<file path="config.mk">
export PLATFORM = sky130hd
export DESIGN_NAME = minute_light_event_scheduler_unit
export DESIGN_NICKNAME = d
export VERILOG_FILES = /design/src/rtl/mles_pkg.sv /design/src/rtl/mles_table.sv /design/src/rtl/minute_light_event_scheduler_unit.sv
export SDC_FILE = /design/constraint.sdc
export NUM_CORES = 1
export LEC_CHECK = 0
export ABC_AREA = 0
export BUFFER_PORTS_ARGS = -buffer_cell sky130_fd_sc_hd__buf_2
export CORE_MARGIN = 3
export CORE_UTILIZATION = 25
export DETAILED_ROUTE_END_ITERATION = 16
export GPL_ROUTABILITY_DRIVEN = 1
export MAX_ROUTING_LAYER = met4
export PLACE_DENSITY = 0.36
export SLEW_MARGIN = 40
export SYNTH_ARGS = -nofsm -noshare
export SYNTH_HDL_FRONTEND = slang
export SYNTH_SLANG_ARGS = --single-unit
</file>
<file path="constraint.sdc">
create_clock -name clock -period 9 [get_ports clock]
set_clock_uncertainty 0.1 [all_clocks]
set_input_delay 0.9 -clock clock [delete_from_list [all_inputs] [get_ports clock]]
set_output_delay 0.9 -clock clock [all_outputs]
set_load 0.01 [all_outputs]
</file>
<file path="src/rtl/mles_pkg.sv">
// Shared types, codes and day helpers for the light event scheduler.
package mles_pkg;

   localparam int unsigned ENTRIES_DEFAULT = 32;
   localparam logic [10:0] MINUTES_PER_DAY = 11'd1440;

   localparam logic [3:0] DAY_EVERY   = 4'd10;
   localparam logic [3:0] DAY_WEEKEND = 4'd11;
   localparam logic [3:0] DAY_WEEKDAY = 4'd12;

   typedef enum logic [1:0] {
      CMD_ADD    = 2'd0,
      CMD_REMOVE = 2'd1,
      CMD_TICK   = 2'd2
   } cmd_type;

   typedef struct packed {
      logic [7:0]  light;
      logic [3:0]  day;
      logic [10:0] minute;
      logic        on;
      logic        active;
   } entry_type;

   function automatic logic day_code_ok(input logic [3:0] d);
      return d inside {[4'd1:4'd7], DAY_EVERY, DAY_WEEKEND, DAY_WEEKDAY};
   endfunction

   function automatic logic day_matches(input logic [3:0] code, input logic [3:0] today);
      logic m;
      case (code)
         DAY_EVERY:   m = 1'b1;
         DAY_WEEKEND: m = today inside {4'd6, 4'd7};
         DAY_WEEKDAY: m = today inside {[4'd1:4'd5]};
         default:     m = (code == today);
      endcase
      return m;
   endfunction

endpackage

</file>
<file path="src/rtl/mles_table.sv">
// Event table storage: one write port, one registered read port.
module mles_table #(
   parameter int unsigned ENTRIES = mles_pkg::ENTRIES_DEFAULT,
   localparam int unsigned AW = (ENTRIES > 1) ? $clog2(ENTRIES) : 1
) (
   input  logic                clock,
   input  logic                rd_en,
   input  logic [AW-1:0]       rd_addr,
   output mles_pkg::entry_type rd_data,
   input  logic                wr_en,
   input  logic [AW-1:0]       wr_addr,
   input  mles_pkg::entry_type wr_data
);
   import mles_pkg::*;

   entry_type mem [ENTRIES];
   entry_type rd_data_ff;

   always_ff @(posedge clock) begin
      if (wr_en) begin
         mem[wr_addr] <= wr_data;
      end
      if (rd_en) begin
         rd_data_ff <= mem[rd_addr];
      end
   end

   assign rd_data = rd_data_ff;

endmodule

</file>
<file path="src/rtl/minute_light_event_scheduler_unit.sv">
// Light event scheduler: command sequencer around a single event table memory.
//
//   port group   dir   beat marked by          payload
//   req_*        in    start & !busy           command, lamp, day_code, minute, turn_on
//   rsp_*        out   rsp_strobe (one cycle)  kind, status, count, action_light,
//                                              action_on, last
//
// Add and tick walk the stored entries through the table read port, one entry per
// cycle. Remove walks the same way and then moves each later entry down one place,
// one per cycle. An unused command is answered straight from idle. Reset zeroes the
// entry count, so the table reads as empty. Results cannot be stalled; a tick's
// actions go out as they are found, each held until the next is found so the final
// one can carry last.
module minute_light_event_scheduler_unit #(
   parameter int unsigned ENTRIES = mles_pkg::ENTRIES_DEFAULT
) (
   input  logic        clock,
   input  logic        reset,
   input  logic        start,
   output logic        busy,
   input  logic [1:0]  req_command,
   input  logic [7:0]  req_lamp,
   input  logic [3:0]  req_day_code,
   input  logic [10:0] req_minute,
   input  logic        req_turn_on,
   output logic        rsp_strobe,
   output logic        rsp_kind,
   output logic        rsp_status,
   output logic [5:0]  rsp_count,
   output logic [7:0]  rsp_action_light,
   output logic        rsp_action_on,
   output logic        rsp_last
);
   import mles_pkg::*;

   localparam int unsigned AW = (ENTRIES > 1) ? $clog2(ENTRIES) : 1;
   localparam int unsigned CW = $clog2(ENTRIES + 1);

   typedef enum logic [1:0] {
      ST_IDLE,
      ST_SCAN,
      ST_SHIFT
   } state_type;

   state_type   state_ff, state_in;
   logic [CW-1:0] count_ff, count_in;
   logic [CW-1:0] issue_ff, issue_in;
   logic        pend_ff, pend_in;
   logic [AW-1:0] pend_idx_ff, pend_idx_in;
   logic        hit_ff, hit_in;
   logic [AW-1:0] hit_idx_ff, hit_idx_in;
   logic        hold_v_ff, hold_v_in;
   logic [7:0]  hold_light_ff, hold_light_in;
   logic        hold_on_ff, hold_on_in;

   cmd_type     cmd_ff, cmd_in;
   logic [7:0]  light_ff, light_in;
   logic [3:0]  day_ff, day_in;
   logic [10:0] minute_ff, minute_in;
   logic        turn_on_ff, turn_on_in;

   logic        rsp_strobe_ff, rsp_strobe_in;
   logic        rsp_kind_ff, rsp_kind_in;
   logic        rsp_status_ff, rsp_status_in;
   logic [5:0]  rsp_count_ff, rsp_count_in;
   logic [7:0]  rsp_light_ff, rsp_light_in;
   logic        rsp_on_ff, rsp_on_in;
   logic        rsp_last_ff, rsp_last_in;

   logic        rd_en;
   logic [AW-1:0] rd_addr;
   entry_type   rd_data;
   logic        wr_en;
   logic [AW-1:0] wr_addr;
   entry_type   wr_data;

   logic        more;
   logic        key_hit;
   logic        dm;
   logic        fire_off;
   logic        fire_on;
   logic        add_ok;

   mles_table #(.ENTRIES(ENTRIES)) u_table (
      .clock   (clock),
      .rd_en   (rd_en),
      .rd_addr (rd_addr),
      .rd_data (rd_data),
      .wr_en   (wr_en),
      .wr_addr (wr_addr),
      .wr_data (wr_data)
   );

   assign more    = (issue_ff < count_ff);
   assign key_hit = (rd_data.light == light_ff) && (rd_data.day == day_ff) &&
                    (rd_data.minute == minute_ff);
   assign dm       = day_matches(rd_data.day, day_ff);
   assign fire_off = dm && rd_data.active &&
                     (({1'b0, rd_data.minute} + 12'd1) == {1'b0, minute_ff});
   assign fire_on  = dm && (rd_data.minute == minute_ff);
   assign add_ok   = (count_ff < CW'(ENTRIES)) && (minute_ff < MINUTES_PER_DAY) &&
                     day_code_ok(day_ff) && !hit_ff;

   always_comb begin
      state_in      = state_ff;
      count_in      = count_ff;
      issue_in      = issue_ff;
      pend_in       = 1'b0;
      pend_idx_in   = pend_idx_ff;
      hit_in        = hit_ff;
      hit_idx_in    = hit_idx_ff;
      hold_v_in     = hold_v_ff;
      hold_light_in = hold_light_ff;
      hold_on_in    = hold_on_ff;
      cmd_in        = cmd_ff;
      light_in      = light_ff;
      day_in        = day_ff;
      minute_in     = minute_ff;
      turn_on_in    = turn_on_ff;
      rsp_strobe_in = 1'b0;
      rsp_kind_in   = 1'b0;
      rsp_status_in = 1'b0;
      rsp_light_in  = 8'd0;
      rsp_on_in     = 1'b0;
      rsp_last_in   = 1'b1;
      rd_en         = 1'b0;
      rd_addr       = issue_ff[AW-1:0];
      wr_en         = 1'b0;
      wr_addr       = pend_idx_ff;
      wr_data       = rd_data;

      case (state_ff)
         ST_IDLE: begin
            if (start) begin
               cmd_in     = cmd_type'(req_command);
               light_in   = req_lamp;
               day_in     = req_day_code;
               minute_in  = req_minute;
               turn_on_in = req_turn_on;
               case (req_command)
                  CMD_ADD, CMD_REMOVE, CMD_TICK: begin
                     state_in  = ST_SCAN;
                     issue_in  = '0;
                     hit_in    = 1'b0;
                     hold_v_in = 1'b0;
                  end
                  default: begin
                     rsp_strobe_in = 1'b1;
                     rsp_status_in = 1'b1;
                  end
               endcase
            end
         end

         ST_SCAN: begin
            if (more) begin
               rd_en       = 1'b1;
               issue_in    = issue_ff + CW'(1);
               pend_in     = 1'b1;
               pend_idx_in = issue_ff[AW-1:0];
            end
            if (pend_ff) begin
               case (cmd_ff)
                  CMD_TICK: begin
                     // entries never revisit within a pass, so write-back can't collide
                     if (fire_off || fire_on) begin
                        wr_en          = 1'b1;
                        wr_data.active = !fire_off;
                        if (hold_v_ff) begin
                           rsp_strobe_in = 1'b1;
                           rsp_kind_in   = 1'b1;
                           rsp_light_in  = hold_light_ff;
                           rsp_on_in     = hold_on_ff;
                           rsp_last_in   = 1'b0;
                        end
                        hold_v_in     = 1'b1;
                        hold_light_in = rd_data.light;
                        hold_on_in    = fire_off ? !rd_data.on : rd_data.on;
                     end
                  end
                  default: begin
                     if (key_hit && !hit_ff) begin
                        hit_in     = 1'b1;
                        hit_idx_in = pend_idx_ff;
                     end
                  end
               endcase
            end else if (!more) begin
               state_in = ST_IDLE;
               case (cmd_ff)
                  CMD_ADD: begin
                     rsp_strobe_in = 1'b1;
                     rsp_status_in = !add_ok;
                     if (add_ok) begin
                        wr_en          = 1'b1;
                        wr_addr        = count_ff[AW-1:0];
                        wr_data.light  = light_ff;
                        wr_data.day    = day_ff;
                        wr_data.minute = minute_ff;
                        wr_data.on     = turn_on_ff;
                        wr_data.active = 1'b0;
                        count_in       = count_ff + CW'(1);
                     end
                  end
                  CMD_REMOVE: begin
                     if (hit_ff) begin
                        state_in = ST_SHIFT;
                        issue_in = CW'(hit_idx_ff) + CW'(1);
                     end else begin
                        rsp_strobe_in = 1'b1;
                        rsp_status_in = 1'b1;
                     end
                  end
                  default: begin
                     if (hold_v_ff) begin
                        rsp_strobe_in = 1'b1;
                        rsp_kind_in   = 1'b1;
                        rsp_light_in  = hold_light_ff;
                        rsp_on_in     = hold_on_ff;
                     end
                     hold_v_in = 1'b0;
                  end
               endcase
            end
         end

         ST_SHIFT: begin
            if (more) begin
               rd_en       = 1'b1;
               issue_in    = issue_ff + CW'(1);
               pend_in     = 1'b1;
               pend_idx_in = issue_ff[AW-1:0];
            end
            if (pend_ff) begin
               // move entry down one place into the gap
               wr_en   = 1'b1;
               wr_addr = pend_idx_ff - AW'(1);
            end else if (!more) begin
               state_in      = ST_IDLE;
               count_in      = count_ff - CW'(1);
               rsp_strobe_in = 1'b1;
            end
         end

         default: begin
            state_in = ST_IDLE;
         end
      endcase

      rsp_count_in = 6'(count_in);
   end

   always_ff @(posedge clock) begin
      state_ff      <= state_in;
      count_ff      <= count_in;
      issue_ff      <= issue_in;
      pend_ff       <= pend_in;
      pend_idx_ff   <= pend_idx_in;
      hit_ff        <= hit_in;
      hit_idx_ff    <= hit_idx_in;
      hold_v_ff     <= hold_v_in;
      hold_light_ff <= hold_light_in;
      hold_on_ff    <= hold_on_in;
      cmd_ff        <= cmd_in;
      light_ff      <= light_in;
      day_ff        <= day_in;
      minute_ff     <= minute_in;
      turn_on_ff    <= turn_on_in;
      rsp_strobe_ff <= rsp_strobe_in;
      rsp_kind_ff   <= rsp_kind_in;
      rsp_status_ff <= rsp_status_in;
      rsp_count_ff  <= rsp_count_in;
      rsp_light_ff  <= rsp_light_in;
      rsp_on_ff     <= rsp_on_in;
      rsp_last_ff   <= rsp_last_in;
      if (reset) begin
         state_ff      <= ST_IDLE;
         count_ff      <= '0;
         pend_ff       <= 1'b0;
         hold_v_ff     <= 1'b0;
         rsp_strobe_ff <= 1'b0;
      end
   end

   assign busy             = (state_ff != ST_IDLE);
   assign rsp_strobe       = rsp_strobe_ff;
   assign rsp_kind         = rsp_kind_ff;
   assign rsp_status       = rsp_status_ff;
   assign rsp_count        = rsp_count_ff;
   assign rsp_action_light = rsp_light_ff;
   assign rsp_action_on    = rsp_on_ff;
   assign rsp_last         = rsp_last_ff;

   a_count_bound: assert property (@(posedge clock) disable iff (reset)
      count_ff <= CW'(ENTRIES))
      else $error("entry count above table size");

   a_write_in_range: assert property (@(posedge clock) disable iff (reset)
      wr_en |-> (CW'(wr_addr) <= count_ff))
      else $error("table write beyond stored entries");

   a_reply_is_last: assert property (@(posedge clock) disable iff (reset)
      (rsp_strobe && !rsp_kind) |-> rsp_last)
      else $error("command reply without last");

   a_action_ok: assert property (@(posedge clock) disable iff (reset)
      (rsp_strobe && rsp_kind) |-> !rsp_status)
      else $error("light action with reject status");

   a_shift_needs_hit: assert property (@(posedge clock) disable iff (reset)
      (state_ff == ST_SHIFT) |-> (hit_ff && cmd_ff == CMD_REMOVE))
      else $error("compaction without a matching entry");

endmodule
</file>
==> results of run 1 <==
==> power by group through the flow <==
stage	Combinational, uW	Clock [uW]	Sequential [uW]
after floorplan	856	0	4880
after global placement	1380	0	4920
after detailed placement	1390	0	4920
after CTS	1400	4280	4830
after global routing	1500	4460	4830
final	1380	4140	4830
==> worst max path at each step <==
stage / cells after the start / endpoint
2_1_floorplan: 12 / u_table.mem[12][0]
3_3_place_gp: 8 / u_table.mem[4][11]
3_5_place_dp: 10 / u_table.mem[4][3]
4_1_cts: 10 / u_table.mem[4][16]
5_1_grt: 10 / u_table.mem[4][0]
6_report: 10 / u_table.mem[4][3]
==> stage by stage <==
stage,cell area [um^2],power [uW]
CTS,42700,10500
finish,42800,10300
floorplan,36400,5740
global placement,39300,6290
detailed placement,39400,6310
global route,42800,10800
==> synth_stat cells, types with 3 or more instances <==
cell type / n / area share (%)
nor4_1: 7 / 0.12
nand3_1: 19 / 0.26
or3_1: 4 / 0.069
o221ai_1: 76 / 1.8
buf_2: 10 / 0.14
mux2i_1: 156 / 4.3
mux4_2: 100 / 6.2
a211oi_1: 5 / 0.10
xor2_1: 17 / 0.41
o21ai_0: 92 / 1.3
o2111ai_1: 5 / 0.12
nand2b_1: 8 / 0.14
o21a_1: 4 / 0.083
clkbuf_1: 80 / 0.83
edfxtp_1: 877 / 72
and2_1: 8 / 0.14
mux2_2: 73 / 2.3
a311o_1: 3 / 0.083
a21oi_1: 99 / 1.4
inv_1: 21 / 0.22
dfxtp_1: 29 / 1.6
nor2_1: 37 / 0.38
ha_1: 15 / 0.52
buf_1: 24 / 0.25
nor2b_1: 8 / 0.14
a31oi_1: 8 / 0.14
nor3_1: 39 / 0.54
nand2_1: 141 / 1.5
xnor2_1: 16 / 0.39
o211ai_1: 6 / 0.12
o22ai_1: 27 / 0.46
nor3_2: 7 / 0.19
nand4_1: 7 / 0.12
==> state kept, by name, summed over array words and instances (netlist names), 2 cells and up <==
signal / flops
u_table.mem: 800
u_table.rd_data: 25
minute_ff: 11
hold_light_ff: 8
light_ff: 8
rsp_action_light: 8
count_ff: 6
issue_ff: 6
rsp_count: 6
hit_idx_ff: 5
pend_idx_ff: 5
day_ff: 4
cmd_ff: 2
state_ff: 2
==> logic make-up after synthesis <==
family	synth area share, %
simple gates	4.00
flops	74.0
compound gates	6.44
fa+ha+maj	0.516
mux	12.7
buf+inv	1.49
xor+xnor	0.795
==> critical path, cell delays in order, from the launching register on <==
cell,delay [ps]
edfxtp_1,320
buf_4,600
ha_1,250
o211ai_1,100
o211ai_1,290
and2_1,620
a31oi_1,260
a311oi_1,500
o211ai_4,390
nor3_4,660
buf_4,400
==> cell type report <==
class	instances	area share, %
Timing Repair Buffer	118	2.11
Clock buffer	127	6.38
Multi-Input combinational cell	1034	21.4
Antenna cell	2	0.0117
Clock inverter	68	1.41
Tap cell	1903	5.56
Inverter	21	0.184
Sequential cell	906	62.9
==> per-layer routing <==
| metal | GRT usage, % | vias up |
|---|---|---|
| met2 | 22.9 | 500 |
| met5 | - | - |
| met1 | 22.9 | 10600 |
| met3 | 1.93 | 112 |
| met4 | 3.79 | 0 |
| li1 | - | 8642 |
==> run metrics, run 1 <==
asr flop ratio synth 0%; antenna violations before repair 4; Max Root-Sink Buffers 3; Chip Width around 390 um; Synth Instances roughly 2100; Setup crit start kind flop; synthesized cell area between 30000 and 40000 um^2; commonest non-fill, non-tap cell in the layout edfxtp_1; post-DR vias/cell 4.76; power per cell area approximately 240 nW/um^2; clock latency on the worst-skew pair 690 ps; maximum level of the CTS H-tree 3; final core utilization 29.7%; hold_buf cts 0; CP arrival a little over 5000 ps; non-filler cells, final roughly 4200; Root Driver clkbuf_16; Die Ht 387 um; path depth of the worst reg2reg path 10; peak supply drop approximately 130 uV; Sw Share about a quarter; dpl cells between 3000 and 4000; Die ar. roughly 150000 um^2; num rows 139; Port Buf Inserts between 40 and 50; Slew headroom 42.6%; WL final between 100000 and 150000 um; # IOs approximately 50; most frequent cells in the layout 877 x edfxtp_1, 156 x mux2i_1, 140 x nand2_1, 106 x clkbuf_16, 100 x mux4_2; GRT Util Overall between 10% and 20%; CP Class flop to flop; Setup crit start issue_ff[3]; worst slew pin tran around 860 ps; area of the multi-input gates approximately 9000 um^2; critical path peak fanout 55; initial core utilization between 20% and 30%; Most used DFF post-synth edfxtp_1; Slew Limit Fails 0; crit end category flop; pre-CTS setup slack just over 4000 ps; Hold WC Path Type input port to flop; reg-to-reg slack, setup slightly above 4000 ps; Worst Hold Depth 1; Seq pwr share a little under half; min cycle time layout ~4900 ps; Seq/Total Area, Yosys roughly three quarters; Via Count ~20000; total gr overflow 0; met3 WL post-DR 4540 um; Worst-path clk slew about 60 ps; EDFF count, synth about 880; Gate power share between 10% and 20%; setup slack after layout 4140 ps; CTS Sinks roughly 900; Max Fclk between 200 and 250 MHz; global-route wire length before repair 162000 um; status finished clean; drt pass-1 iters 6; wire per inst between 20 and 30 um; Filler cells 14200; HPWL after detailed placement 69200 um; syn nets between 2000 and 2500; Pleak between 0.01 and 0.015 uW; met2 wire length slightly above 50000 um; post-CTS resize count 0; clock buffers created by TritonCTS approximately 100; Syn. warnings 0; Min Hold Slack 289 ps; Reg area approximately 27000 um^2; maxcap violations 0; Critical Path RT approximately 9000 ps; layout cells sized above 1 around 22%; Yosys reg bits just over 900; hold path endpoint day_ff[1]; switching pwr between 2000 and 3000 uW; worst flop-to-flop path startpoint issue_ff[3]; Unique masters post-synth between 70 and 80; Clk network pwr share between 40% and 50%; largest net degree at the start of global routing 96; Final Hold Fails 0; synthesized area per cell roughly 18 um^2; setup TNS 0 ps; # nets final ~2200; setup bufs post-CTS 0; Routed Antenna Nets 0; Worst R2R End u_table.mem[4][3]; RSZ-0062 raised after global routing false; CTS tree done; iteration-0 DRC count of the detailed router approximately 1600; min-delay src req_day_code[1]; Core Region about 140000 um^2; Final setup viols 0; synth-to-layout area growth 17.7%; fin crit share about 54%; uppermost routed layer met4; Internal Power between 7000 and 8000 uW; metal1 wirelength approximately 57000 um; Residual DRC 0; routability cong. between 0.8 and 0.9; vias in the first global route ~20000
(Power assumes the default switching activity.)
==> run 2: changes to the inputs <==
--- a/config.mk
+++ b/config.mk
@@ -12,7 +12,7 @@
 export DETAILED_ROUTE_END_ITERATION = 16
 export GPL_ROUTABILITY_DRIVEN = 1
 export MAX_ROUTING_LAYER = met4
-export PLACE_DENSITY = 0.36
+export PLACE_DENSITY = 0.37
 export SLEW_MARGIN = 40
 export SYNTH_ARGS = -nofsm -noshare
 export SYNTH_HDL_FRONTEND = slang
==> constraint.sdc (replaced) <==
create_clock -name clock -period 4.2 [get_ports clock]
set_clock_uncertainty 0.1 [all_clocks]
set_input_delay 0.42 -clock clock [delete_from_list [all_inputs] [get_ports clock]]
set_output_delay 0.42 -clock clock [all_outputs]
set_load 0.01 [all_outputs]
==> run 2 against run 1 <==
Via count is 0.17% higher. Global-route usage is 0.74 points lower. Combinational power increased by 140%. Setup slack worse by 3800 ps. Hold slack lost 120 ps. Critical path type unchanged. Critical endpoint is now u_table.mem[11][24]. Highest routed layer unchanged.
==> run metrics, run 2 (synthesis gave the netlist of run 1 again) <==
maxcap violations 0 (unchanged); Core Region 144000 um^2 (unchanged); setup bufs post-CTS 0 (unchanged); commonest non-fill, non-tap cell in the layout edfxtp_1; largest net degree at the start of global routing 107 (+11%); min-delay src start; crit end category flop; global-route wire length before repair 155000 um (-3.9%); worst slew pin tran 859 ps (-0.224 ps); WL final 109000 um (-4.9%); power per cell area 512 nW/um^2 (+110%); critical path peak fanout 13 (-76%); vias in the first global route 20300 (+1.4%); max reg flops 800 (unchanged); num rows 139 (unchanged); routability cong. 0.799 (-1.2%); Setup crit start u_table.rd_data[6]; min cycle time layout 3880 ps (-983 ps); Root Driver clkbuf_16; Residual DRC 0 (unchanged); iteration-0 DRC count of the detailed router 1469 (-7.5%); clock buffers created by TritonCTS 103 (-0.96%); path depth of the worst reg2reg path 10 (unchanged); CTS tree done; GRT Util Overall 14.8% (-0.74 points); synth-to-layout area growth 20.6%; Max Fclk 258 MHz (+25%); peak supply drop 351 uV (+170%); Slew headroom 42.1% (-0.47 points); Pleak 0.0141 uW (+5.2%); Chip Width 387 um (unchanged); total gr overflow 0 (unchanged); # IOs 49 (unchanged); Filler cells 14100 (-0.73%); hold path endpoint hold_v_ff; maximum level of the CTS H-tree 3 (unchanged); Slew Limit Fails 0 (unchanged); reg-to-reg slack, setup 320 ps (-3820 ps); Top reg by flops u_table.mem; Critical Path RT 4480 ps (-4790 ps); CP arrival 4160 ps (-970 ps); most frequent cells in the layout 877 x edfxtp_1, 156 x mux2i_1, 140 x nand2_1, 121 x buf_4, 103 x clkbuf_16; non-filler cells, final 4280 (+2.4%); clock latency on the worst-skew pair 730 ps (+40 ps); Die ar. 150000 um^2 (unchanged); Worst Hold Depth 4 (+3); CP Class flop to flop; Die Ht 387 um (unchanged); Worst R2R End u_table.mem[11][24]; Max Root-Sink Buffers 3 (unchanged); post-DR vias/cell 4.65 (-2.2%); layout cells sized above 1 24.0% (+2.0 points); wire per inst 25.6 um (-7.2%); status finished clean; initial core utilization 25.3% (unchanged); drt pass-1 iters 5 (-1); Worst-path clk slew 60 ps (about the same); Port Buf Inserts 48 (unchanged); RSZ-0062 raised after global routing false; Via Count 19900 (+0.17%); worst flop-to-flop path startpoint u_table.rd_data[6]; setup TNS 0 ps (unchanged); dpl cells 4055 (+1.9%); fin crit share 92.4% (+38 points); Overall Power 22400 uW (+120%); Final setup viols 0 (unchanged); # nets final 2329 (+4.5%); Setup crit start kind flop; HPWL after detailed placement 71200 um (+2.9%); CTS Sinks 906 (unchanged); antenna violations before repair 13 (+9); Routed Antenna Nets 0 (unchanged); Hold WC Path Type input port to flop; Final Hold Fails 0 (unchanged)
==> run 2: cell types whose count changed in the layout (fill, tap and decap cells not counted), moves of 2 or more <==
| cell | before | now |
|---|---|---|
| buf_12 | 2 | 17 |
| buf_16 | 4 | 2 |
| buf_4 | 58 | 121 |
| buf_6 | 3 | 0 |
| clkbuf_1 | 21 | 23 |
| clkbuf_16 | 106 | 103 |
| clkinv_16 | 0 | 2 |
| clkinv_2 | 23 | 20 |
| clkinv_8 | 3 | 0 |
| clkinvlp_4 | 4 | 6 |
| dlygate4sd3_1 | 0 | 27 |
| inv_6 | 2 | 5 |
| nor3_2 | 25 | 8 |
| nor3_4 | 8 | 25 |
==> run 2: layer usage <==
layer | wire, um | track usage (%) | vias to the layer above
li1 | - | - | 8855
met1 | 52400 | 21.1 | 10400
met2 | 48600 | 21.9 | 474
met3 | 6030 | 2.75 | 147
met4 | 2310 | 3.71 | 0
met5 | 0 | - | -
==> run 2: repair_timing <==
item	in CTS	in global routing
endpoints found under the hold margin	36	0
hold buffers	27	0
gates resized for setup	0	0
==> run 2: worst max-delay path by stage <==
stage / end / slack (ps)
after floorplan: u_table.mem[12][0] / -690
after global placement: u_table.mem[14][2] / 250
after detailed placement: u_table.mem[9][2] / 340
after CTS: u_table.mem[9][6] / 310
after global routing: u_table.mem[11][3] / 140
final: u_table.mem[11][24] / 320
==> run 2: stage by stage <==
| stage | util, % | hold slack (ps) | worst slack [ps] | cell area (um^2) |
|---|---|---|---|---|
| detailed placement | 27.9 | 350 | 345 | 40200 |
| CTS | 30.4 | 96.8 | 312 | 43800 |
| floorplan | - | 336 | -687 | 36500 |
| global placement | 27.8 | 356 | 252 | 40100 |
| finish | 30.4 | 167 | 320 | 43800 |
| global route | 30.4 | 158 | 143 | 43800 |
==> run 2: where the power goes <==
part	internal (uW)	total, uW	switching (uW)
Clock	5140	8830	3690
Sequential	10200	10300	113
Combinational	1090	3280	2180
Total	16500	22400	5990
==> run 2: area by class of cell <==
type                       instances  area, um^2  share of cell area (%)
antenna                            1        2.50                 0.00571
clock buffer                     126        2660                    6.08
clock inverter                    70         672                    1.53
inverter                          21        78.8                   0.180
multi-input combinational       1034        9250                    21.1
sequential                       906       26900                    61.4
tap                             1903        2380                    5.43
timing repair buffer             219        1870                    4.28
==> run 2: critical path: stages (launching register included) <==
cell and delay, ps:
edfxtp_1 490, xor2_1 230, or4b_2 640, nor4_1 520
nand2_1 230, o31ai_4 200, o211ai_4 220, buf_8 220
buf_8 160, nor3_4 210, buf_4 310
==> run 3: changes to the inputs <==
==> constraint.sdc (replaced) <==
create_clock -name clock -period 4.2 [get_ports clock]
set_clock_uncertainty 0.1 [all_clocks]
set_input_delay 0.84 -clock clock [delete_from_list [all_inputs] [get_ports clock]]
set_output_delay 0.84 -clock clock [all_outputs]
set_load 0.01 [all_outputs]
==> run 3 against run 2 <==
Clock-buffer cell count is the same. Wire length about the same. Sequential power hardly changed.
==> run metrics, run 3 (synthesis gave the netlist of run 1 again) <==
setup bufs post-CTS 0 (unchanged); iteration-0 DRC count of the detailed router 1491 (+1.5%); Hold WC Path Type input port to flop; met3 WL post-DR 5280 um (-12%); maxcap violations 0 (unchanged); commonest non-fill, non-tap cell in the layout edfxtp_1; fin crit share 92.1% (-0.31 points); clock latency on the worst-skew pair 730 ps (about the same); antenna violations before repair 13 (unchanged); Filler cells 14100 (+0.085%); Setup crit start kind flop; routability cong. 0.799 (unchanged); Worst R2R End u_table.mem[9][24]; most frequent cells in the layout 877 x edfxtp_1, 156 x mux2i_1, 140 x nand2_1, 121 x buf_4, 103 x clkbuf_16; crit end category flop; RSZ-0062 raised after global routing false; status finished clean; CP Class flop to flop; Routed Antenna Nets 0 (unchanged); Core Region 144000 um^2 (unchanged); HPWL after detailed placement 71200 um (unchanged); initial core utilization 25.3% (unchanged); Chip Width 387 um (unchanged); clock buffers created by TritonCTS 103 (unchanged); peak supply drop 351 uV (about the same); Most Frequent Cell on Critical Path buf_8; CP max stage cell or4b_2; min-delay src req_minute[0]; Die ar. 150000 um^2 (unchanged); Slew headroom 43.0% (+0.89 points); post-CTS resize count 0 (unchanged); Residual DRC 0 (unchanged); setup TNS 0 ps (unchanged); reg-to-reg slack, setup 330 ps (about the same); wire per inst 25.7 um (+0.64%); Via Count 19800 (-0.48%); Max Root-Sink Buffers 3 (unchanged); Setup crit start u_table.rd_data[6]; CTS Sinks 906 (unchanged); Root Driver clkbuf_16; worst slew pin tran 846 ps (-13.2 ps); critical path, cell by cell xor2_1 > or4b_2 > nor4_1 > nand2_1 > o31ai_4 > o211ai_4 > buf_8 > buf_8 > nor3_4 > buf_4; met2 wire length 48500 um (-0.20%); vias in the first global route 20200 (-0.49%); Worst-path clk slew 60 ps (about the same); power per cell area 515 nW/um^2 (+0.56%); hold_buf cts 0 (-100%); num rows 139 (unchanged); WL final 109000 um (about the same); Max Fclk 259 MHz (+0.34%); Slew Limit Fails 0 (unchanged); min cycle time layout 3870 ps (-13.0 ps); layout cells sized above 1 24.3% (+0.28 points); global-route wire length before repair 155000 um (about the same); path depth of the worst reg2reg path 10 (unchanged); metal1 wirelength 53300 um (+1.6%); Critical Path RT 4490 ps (about the same); critical path peak fanout 13 (unchanged); drt pass-1 iters 5 (unchanged); CP arrival 4160 ps (about the same); hold path endpoint minute_ff[0]; Final Instance Area 43600 um^2 (-0.61%); critical path's largest stage delay 640 ps (about the same); total gr overflow 0 (unchanged); Final Hold Fails 0 (unchanged); # IOs 49 (unchanged); Post-DP Area 40200 um^2 (unchanged); uppermost routed layer met4; non-filler cells, final 4254 (-0.61%); post-DR vias/cell 4.66 (+0.13%); dpl cells 4055 (unchanged); Pleak 0.0140 uW (-0.80%); Top reg by flops u_table.mem; # nets final 2302 (-1.2%); max reg flops 800 (unchanged); Port Buf Inserts 48 (unchanged); Die Ht 387 um (unchanged); maximum level of the CTS H-tree 3 (unchanged); synth-to-layout area growth 19.8%; GRT Util Overall 14.8% (about the same); Final setup viols 0 (unchanged); CTS tree done; largest net degree at the start of global routing 107 (unchanged); Worst Hold Depth 1 (-3); worst flop-to-flop path startpoint u_table.rd_data[6]
==> run 3: how the worst max path moves through the flow <==
| stage | end | slack [ps] | cells after the start |
|---|---|---|---|
| floorplan | u_table.mem[12][0] | -690 | 12 |
| detailed placement | u_table.mem[9][2] | 340 | 10 |
| global placement | u_table.mem[14][2] | 250 | 8 |
| finish | u_table.mem[9][24] | 330 | 10 |
| CTS | u_table.mem[9][6] | 310 | 10 |
| global route | u_table.mem[11][3] | 140 | 10 |
==> run 3: through the flow <==
stage / power (uW) / worst slack [ps] / util, % / hold slack (ps)
global placement: 13800 / 252 / 27.8 / 356
floorplan: 12300 / -687 / - / 336
finish: 22400 / 333 / 30.3 / 210
detailed placement: 13800 / 345 / 27.9 / 350
CTS: 22800 / 312 / 30.2 / 134
global route: 23400 / 143 / 30.3 / 154
==> run 3: cell type report <==
class | count | area [um^2] | share of cell area, %
Sequential cell | 906 | 26900 | 61.8
Clock inverter | 70 | 672 | 1.54
Antenna cell | 2 | 5.00 | 0.0115
Clock buffer | 126 | 2660 | 6.11
Multi-Input combinational cell | 1034 | 9250 | 21.2
Timing Repair Buffer | 192 | 1600 | 3.68
Tap cell | 1903 | 2380 | 5.46
Inverter | 21 | 78.8 | 0.181
==> run 3: layer usage <==
metal  up-vias  track usage, %
met1     10400            21.1
met2       472            21.8
met3       146            2.77
met4         0            3.71
li1       8789               -
met5         -               -
==> run 3: critical path: cells and delay by family (launching register included) <==
family	cells	cell delay, ps
and+or+nand+nor	4	1590
xor gates and xnor gates	1	230
buffers and inverters	3	680
DFF	1	490
AOI/OAI and AO/OA	2	420
==> run 3: report_power, final <==
group	internal (uW)	switching, uW	leakage (uW)
Sequential	10200	113	0.00815
Clock	5140	3690	0.00162
Combinational	1080	2190	0.00421
